$ cat config.mk
export PLATFORM = sky130hd
export DESIGN_NAME = bounded_deque_with_delete
export DESIGN_NICKNAME = d
export VERILOG_FILES = /design/src/hdl/bdq_pkg.sv /design/src/hdl/bounded_deque_with_delete.sv
export SDC_FILE = /design/constraint.sdc
export NUM_CORES = 1
export LEC_CHECK = 0
export ABC_AREA = 1
export BUFFER_PORTS_ARGS = -buffer_cell sky130_fd_sc_hd__buf_2
export CAP_MARGIN = 5
export CORE_MARGIN = 3
export CORE_UTILIZATION = 30
export CTS_CLUSTER_SIZE = 24
export DETAILED_ROUTE_END_ITERATION = 16
export GPL_TIMING_DRIVEN = 0
export PLACE_DENSITY = 0.44
export SYNTH_ARGS = -nofsm -noshare
export SYNTH_HDL_FRONTEND = slang
export SYNTH_SLANG_ARGS = --single-unit
$ cat constraint.sdc
create_clock -name clk -period 5.9 [get_ports clk]
set_input_delay 0.885 -clock clk [delete_from_list [all_inputs] [get_ports clk]]
set_output_delay 0.885 -clock clk [all_outputs]
set_load 0.02 [all_outputs]
$ cat src/hdl/bdq_pkg.sv
package bdq_pkg;

	// Ring depth. The ring arithmetic below wraps by one compare and subtract,
	// so any depth from 2 upward works.
	localparam int CAPACITY = 16;
	localparam int IDX_W = $clog2(CAPACITY);
	localparam int CNT_W = $clog2(CAPACITY + 1);
	localparam int SUM_W = CNT_W + 1;

	typedef logic signed [31:0] word_t;
	typedef logic [IDX_W-1:0] idx_t;
	typedef logic [CNT_W-1:0] cnt_t;
	typedef logic [SUM_W-1:0] sum_t;

	localparam logic [2:0] OP_PUSH_BACK  = 3'd0;
	localparam logic [2:0] OP_POP_BACK   = 3'd1;
	localparam logic [2:0] OP_PUSH_FRONT = 3'd2;
	localparam logic [2:0] OP_POP_FRONT  = 3'd3;
	localparam logic [2:0] OP_DELETE     = 3'd4;

	localparam cnt_t CNT_FULL = CNT_W'(CAPACITY);
	localparam sum_t SUM_CAP = SUM_W'(CAPACITY);

	// Physical slot of logical position pos, counted from the head. Position
	// never exceeds the depth, so one conditional subtract finishes the wrap.
	function automatic idx_t slot_of(input idx_t head, input cnt_t pos);
		sum_t sum;
		sum = SUM_W'(head) + SUM_W'(pos);
		if (sum >= SUM_CAP) begin
			sum = sum - SUM_CAP;
		end
		return sum[IDX_W-1:0];
	endfunction

endpackage

$ cat src/hdl/bounded_deque_with_delete.sv
// Bounded double-ended queue of signed 32-bit words held in a ring memory of
// CAPACITY entries with a head pointer and an entry count. Each input transfer
// carries one operation (push back, pop back, push front, pop front, delete
// first match) and produces exactly one output transfer with the removed word,
// the empty, full and found flags and the occupancy after the operation.
// Pushes, unused codes, pops that find the ring empty and deletes on an empty
// ring load their result at the edge of the transfer, so they can follow one
// another every cycle while the output is taken. A pop of a stored word goes
// through the pop state because the ring has one registered read port: the
// input is stalled while the read lands. A delete is run by a small sequencer
// around that single read port and one comparator. For each entry it searches,
// counted from the front, it passes a read state and a compare state, and for
// each entry behind the match that it moves one place forward, a read state
// and a write state. Every entry is either searched or moved exactly once.
// The input is stalled for the whole delete, which loads its result in its
// last state. The input is also stalled while a finished result is still
// waiting to be taken.
module bounded_deque_with_delete
	import bdq_pkg::*;
(
	input  logic        clk,
	input  logic        arst_n,
	input  logic        in_valid,
	output logic        in_stall,
	input  logic [2:0]  operation,
	input  word_t       value,
	output logic        out_valid,
	input  logic        out_stall,
	output word_t       data_out,
	output logic        empty_flag,
	output logic        full_flag,
	output logic        found,
	output cnt_t        occupancy
);

	// Sequencer states.
	localparam logic [2:0] ST_IDLE     = 3'd0;
	localparam logic [2:0] ST_POP      = 3'd1;
	localparam logic [2:0] ST_SCAN_RD  = 3'd2;
	localparam logic [2:0] ST_SCAN_CMP = 3'd3;
	localparam logic [2:0] ST_MOVE_RD  = 3'd4;
	localparam logic [2:0] ST_MOVE_WR  = 3'd5;

	logic [2:0] state_q, state_d;
	idx_t       head_q, head_d;
	cnt_t       cnt_q, cnt_d;
	cnt_t       idx_q, idx_d;   // logical position being searched or moved
	word_t      key_q, key_d;
	logic       out_valid_q, out_valid_d;

	// Ring memory: one write port and one registered read port.
	word_t      mem_q [CAPACITY];
	word_t      rd_data_q;
	idx_t       rd_addr;
	logic       wr_en;
	idx_t       wr_addr;
	word_t      wr_data;

	// Result to be loaded into the output register.
	logic       res_load;
	word_t      res_data;
	logic       res_empty;
	logic       res_full;
	logic       res_found;

	word_t      data_q;
	logic       empty_q;
	logic       full_q;
	logic       found_q;
	cnt_t       occ_q;

	logic       in_fire;
	logic       out_fire;
	cnt_t       idx_inc;

	// A new operation is taken only when the sequencer is idle and the output
	// register is empty or drains in this cycle, so a finished result always
	// has a free place to go.
	assign in_stall = (state_q != ST_IDLE) || (out_valid_q && out_stall);
	assign in_fire  = in_valid && !in_stall;
	assign out_fire = out_valid_q && !out_stall;
	assign idx_inc  = idx_q + cnt_t'(1);

	always_comb begin
		state_d   = state_q;
		head_d    = head_q;
		cnt_d     = cnt_q;
		idx_d     = idx_q;
		key_d     = key_q;
		rd_addr   = head_q;
		wr_en     = 1'b0;
		wr_addr   = head_q;
		wr_data   = value;
		res_load  = 1'b0;
		res_data  = '0;
		res_empty = 1'b0;
		res_full  = 1'b0;
		res_found = 1'b0;

		case (state_q)
			ST_IDLE: begin
				if (in_fire) begin
					case (operation)
						OP_PUSH_BACK: begin
							res_load = 1'b1;
							if (cnt_q >= CNT_FULL) begin
								res_full = 1'b1;
							end else begin
								wr_en   = 1'b1;
								wr_addr = slot_of(head_q, cnt_q);
								cnt_d   = cnt_q + cnt_t'(1);
							end
						end
						OP_PUSH_FRONT: begin
							res_load = 1'b1;
							if (cnt_q >= CNT_FULL) begin
								res_full = 1'b1;
							end else begin
								// Stepping back by one is a forward step of depth minus one.
								head_d  = slot_of(head_q, CNT_FULL - cnt_t'(1));
								wr_en   = 1'b1;
								wr_addr = head_d;
								cnt_d   = cnt_q + cnt_t'(1);
							end
						end
						OP_POP_BACK: begin
							if (cnt_q == '0) begin
								res_load  = 1'b1;
								res_empty = 1'b1;
								res_data  = '1;
							end else begin
								cnt_d   = cnt_q - cnt_t'(1);
								rd_addr = slot_of(head_q, cnt_d);
								state_d = ST_POP;
							end
						end
						OP_POP_FRONT: begin
							if (cnt_q == '0) begin
								res_load  = 1'b1;
								res_empty = 1'b1;
								res_data  = '1;
							end else begin
								rd_addr = head_q;
								head_d  = slot_of(head_q, cnt_t'(1));
								cnt_d   = cnt_q - cnt_t'(1);
								state_d = ST_POP;
							end
						end
						OP_DELETE: begin
							key_d = value;
							idx_d = '0;
							if (cnt_q == '0) begin
								res_load = 1'b1;
							end else begin
								state_d = ST_SCAN_RD;
							end
						end
						default: begin
							res_load = 1'b1;
						end
					endcase
				end
			end
			ST_POP: begin
				// The read issued with the transfer has landed.
				res_load = 1'b1;
				res_data = rd_data_q;
				state_d  = ST_IDLE;
			end
			ST_SCAN_RD: begin
				rd_addr = slot_of(head_q, idx_q);
				state_d = ST_SCAN_CMP;
			end
			ST_SCAN_CMP: begin
				if (rd_data_q == key_q) begin
					if (idx_inc < cnt_q) begin
						state_d = ST_MOVE_RD;
					end else begin
						// The match was the last entry: nothing to move.
						cnt_d     = cnt_q - cnt_t'(1);
						res_load  = 1'b1;
						res_found = 1'b1;
						state_d   = ST_IDLE;
					end
				end else if (idx_inc == cnt_q) begin
					res_load = 1'b1;
					state_d  = ST_IDLE;
				end else begin
					idx_d   = idx_inc;
					state_d = ST_SCAN_RD;
				end
			end
			ST_MOVE_RD: begin
				rd_addr = slot_of(head_q, idx_inc);
				state_d = ST_MOVE_WR;
			end
			ST_MOVE_WR: begin
				wr_en   = 1'b1;
				wr_addr = slot_of(head_q, idx_q);
				wr_data = rd_data_q;
				idx_d   = idx_inc;
				if ((idx_inc + cnt_t'(1)) < cnt_q) begin
					state_d = ST_MOVE_RD;
				end else begin
					cnt_d     = cnt_q - cnt_t'(1);
					res_load  = 1'b1;
					res_found = 1'b1;
					state_d   = ST_IDLE;
				end
			end
			default: begin
				state_d = ST_IDLE;
			end
		endcase

		if (res_load) begin
			out_valid_d = 1'b1;
		end else if (out_fire) begin
			out_valid_d = 1'b0;
		end else begin
			out_valid_d = out_valid_q;
		end
	end

	always_ff @(posedge clk) begin
		if (wr_en) begin
			mem_q[wr_addr] <= wr_data;
		end
		rd_data_q <= mem_q[rd_addr];
	end

	always_ff @(posedge clk or negedge arst_n) begin
		if (!arst_n) begin
			state_q     <= ST_IDLE;
			head_q      <= '0;
			cnt_q       <= '0;
			idx_q       <= '0;
			out_valid_q <= 1'b0;
		end else begin
			state_q     <= state_d;
			head_q      <= head_d;
			cnt_q       <= cnt_d;
			idx_q       <= idx_d;
			out_valid_q <= out_valid_d;
		end
	end

	// Result payload; it only changes when a new result is loaded.
	always_ff @(posedge clk) begin
		key_q <= key_d;
		if (res_load) begin
			data_q  <= res_data;
			empty_q <= res_empty;
			full_q  <= res_full;
			found_q <= res_found;
			occ_q   <= cnt_d;
		end
	end

	assign out_valid  = out_valid_q;
	assign data_out   = data_q;
	assign empty_flag = empty_q;
	assign full_flag  = full_q;
	assign found      = found_q;
	assign occupancy  = occ_q;

endmodule
==> key figures <==
Finish
  – Nets: 3,050
  – Final Util: 35.8%
  – Most frequent cells in the layout: nand3_1, edfxtp_1, nand2_1
  – Finished Layout Cells: 4,303
  – Area Growth Syn to Fin: 18.0%
  – Fillers: 9,491
  – Fraction of layout cells with a size suffix above 1: 13.0%
  – Most common cell after layout, fill and taps aside: nand3_1

Placement
  – PortBufs: 80
  – Final HPWL DP: 70,300 um
  – Gpl congestion: 0.858
  – Setup WS pre-CTS: 1.14 ns
  – Placed instance count: 4,171

Detailed routing
  – DRT Pass-1 Iters: 5
  – Drt wl/cell: 23.4 um
  – Post-route DRC: 0
  – Drt via density: 4.88
  – Detailed Route Iter0 Violations: 1,976
  – Detailed Route WL: 100,000 um
  – Via count: 21.0k
  – Post-route ant nets: 0

Clocking
  – Clock sink total: 634
  – CTS root buf: clkbuf_16
  – CTS Buf Count: 71
  – Post-CTS Setup Inserts: 0
  – H-tree Lvls: 3
  – Hold_buf cts: 0
  – CTS max path bufs: 3
  – Post-cts resize count: 0
  – CTS tree: built
  – Clock transition at path regs: 0.06 ns
  – Latest clock arrival within the worst-skew pair: 0.63 ns

GRT
  – Congestion Overflow GR: 0
  – Met2 Usage GRT: 31.8%
  – Gr usage total: 19.9%
  – Global-route wire length before repair: 143,000 um
  – Largest net degree at the start of global routing: 36
  – Vias in the first global route: 20.1k
  – Busiest grt layer: met2
  – Initial antenna violation count: 4
  – GRT met3 Usage: 4.24%
  – Met1 Track Usage GR: 27.5%

Die
  – Die Y: 316 um
  – Num rows: 113
  – Initial Util: 30.3%
  – Core area: 0.0952 mm2
  – Die area: 0.0999 mm2
  – Die width: 316 um
  – IO Count: 81

Synthesis
  – Largest family of logic cells by synthesized area: simple AND/OR/NAND/NOR gates
  – #FFs+latches synth: 634
  – Post-synth EDFFs: 584
  – Mapped Nets: 2,853
  – Ys async rst share: 2.84%
  – Mux cell area share after synthesis: 0%
  – Syn Std Cell Area: 0.0288 mm2
  – Post-synthesis compound-gate area fraction: 2.99%
  – Adder-cell share of the synthesized area: 1.49%
  – Avg Cell Area, Syn: 10.4 um2
  – XOR/XNOR share of the synthesized area: 1.31%
  – Netlist cell types: 49
  – Yosys Warn Count: 0
  – Post-synth top flop: edfxtp_1
  – Sequential cell area fraction in the yosys report: 64.6%
  – Syn Inst Count: 2,782
  – Simple-gate share of the synthesized area: 21.6%

Setup path
  – RR Endpoint: rd_data_q[0]$_DFF_P_
  – Crit path arrival time: 5.27 ns
  – CP Capture Type: flip-flop
  – Reg2Reg Launch Point: cnt_q[0]$_DFF_PN0_
  – Max FO, Critical Path: 10
  – Setup CP Type: flip-flop to flip-flop
  – CP required: 6.32 ns
  – Reg2reg setup slack: 1.05 ns
  – Startpoint Class: flip-flop
  – Worst r2r path cells: 13

Pwr
  – Max VDD drop: 0.242 mV
  – Pwr/cell area: 544 mW/mm2
  – P_leak: 13.9 nW

STA
  – Total negative slack: 0 ns
  – Rel. slew slack: 16.6%
  – RSZ-0062 raised after global routing: no
  – Max-slew violation count: 0
  – # setup viols final: 0
  – Skew final: 0.0331 ns
  – Final hold viol count: 0
  – Maximum clock frequency: 206 MHz
  – Tmin final: 4.86 ns
  – Final setup margin: 1.05 ns
  – Pin slew with the least headroom to its limit: 1.25 ns
  – Fin crit share: 82.3%

Outcome
  – Status: completed

Run
  – Max_cap viols: 0

Worst hold path
  – Worst hold path class: input port to async pin
## cells in the mapped netlist (5+ instances only)
master | number | share of area (%)
clkbuf_1 | 54 | 0.70
xor2_1 | 20 | 0.61
inv_1 | 420 | 5.5
ha_1 | 28 | 1.2
buf_2 | 94 | 1.6
or2_2 | 15 | 0.33
nand2_1 | 564 | 7.3
o22ai_1 | 5 | 0.11
a21oi_1 | 17 | 0.29
edfxtp_1 | 584 | 61
o211ai_1 | 20 | 0.52
dfrtp_1 | 18 | 1.6
o21ai_0 | 91 | 1.6
dfxtp_1 | 32 | 2.2
xnor2_1 | 23 | 0.70
nand4_1 | 10 | 0.22
nand3_1 | 610 | 11
nor2_1 | 55 | 0.72
buf_4 | 5 | 0.13
nand3b_1 | 70 | 1.8
## power breakdown
part	switching (mW)	internal, mW	total (mW)
Combinational	6.20	2.18	8.38
Sequential	0.177	5.35	5.53
Clock	1.90	2.72	4.62
Total	8.28	10.2	18.5
## routing by layer
layer	up-vias	routed length (um)
met2	768	46100
met4	0	2220
met5	-	0
li1	9789	-
met1	10300	44500
met3	129	7710
## through the flow
step	area [um2]	power, mW	hold slack (ns)
global placement	30800	13.8	0.491
floorplan	28800	10.4	0.472
CTS	34000	18.6	0.233
global route	34000	19.5	0.268
finish	34000	18.5	0.244
detailed placement	31600	14.0	0.514
## layout make-up
class / count / area (um2) / area share (%)
diodes: 2 / 5.00 / 0.0147
clock inverters: 34 / 402 / 1.18
multi-input cells: 1567 / 8050 / 23.7
clock buffers: 96 / 2010 / 5.92
inverters: 423 / 1590 / 4.67
repair buffers: 124 / 1030 / 3.01
flip-flops and latches: 634 / 18600 / 54.7
plain buffers: 158 / 738 / 2.17
well taps: 1265 / 1580 / 4.65
## sequential cells by signal, summed over array words and instances (netlist names)
| signal | count |
|---|---|
| cnt_q | 5 |
| data_out | 32 |
| empty_flag | 1 |
| found | 1 |
| full_flag | 1 |
| head_q | 4 |
| idx_q | 5 |
| key_q | 32 |
| mem_q | 512 |
| occupancy | 5 |
| out_valid | 1 |
| rd_data_q | 32 |
| state_q | 3 |
## critical path, stage by stage, from the launching register on
cell and delay [ns]:
dfrtp_1 0.53, buf_4 0.23, inv_1 0.17, ha_1 0.32, xnor2_1 0.38, inv_1 0.09
ha_1 0.35, xor2_1 0.19, o31ai_2 0.10, a21oi_2 0.77, clkbuf_1 0.99, nand3_1 0.18
nand3_1 0.14, nand2_1 0.21
## how the worst max path moves through the flow
stage	startpoint	to
3_5_place_dp	cnt_q[0]$_DFF_PN0_	rd_data_q[0]$_DFF_P_
4_1_cts	cnt_q[0]$_DFF_PN0_	rd_data_q[0]$_DFF_P_
6_report	cnt_q[0]$_DFF_PN0_	rd_data_q[0]$_DFF_P_
5_1_grt	cnt_q[0]$_DFF_PN0_	rd_data_q[0]$_DFF_P_
2_1_floorplan	operation[2]	mem_q[6][0]$_DFFE_PP_
3_3_place_gp	operation[2]	mem_q[6][26]$_DFFE_PP_
## cell families (layout without fill, tap and decap cells)
logic type	after synthesis	after routing
flops	634	634
buf+inv	581	835
other cells	0	2
fa+ha+maj	32	32
xor+xnor	43	43
compound gates	151	151
simple gates	1341	1341
No activity file was read; power rests on OpenSTA's default activity.
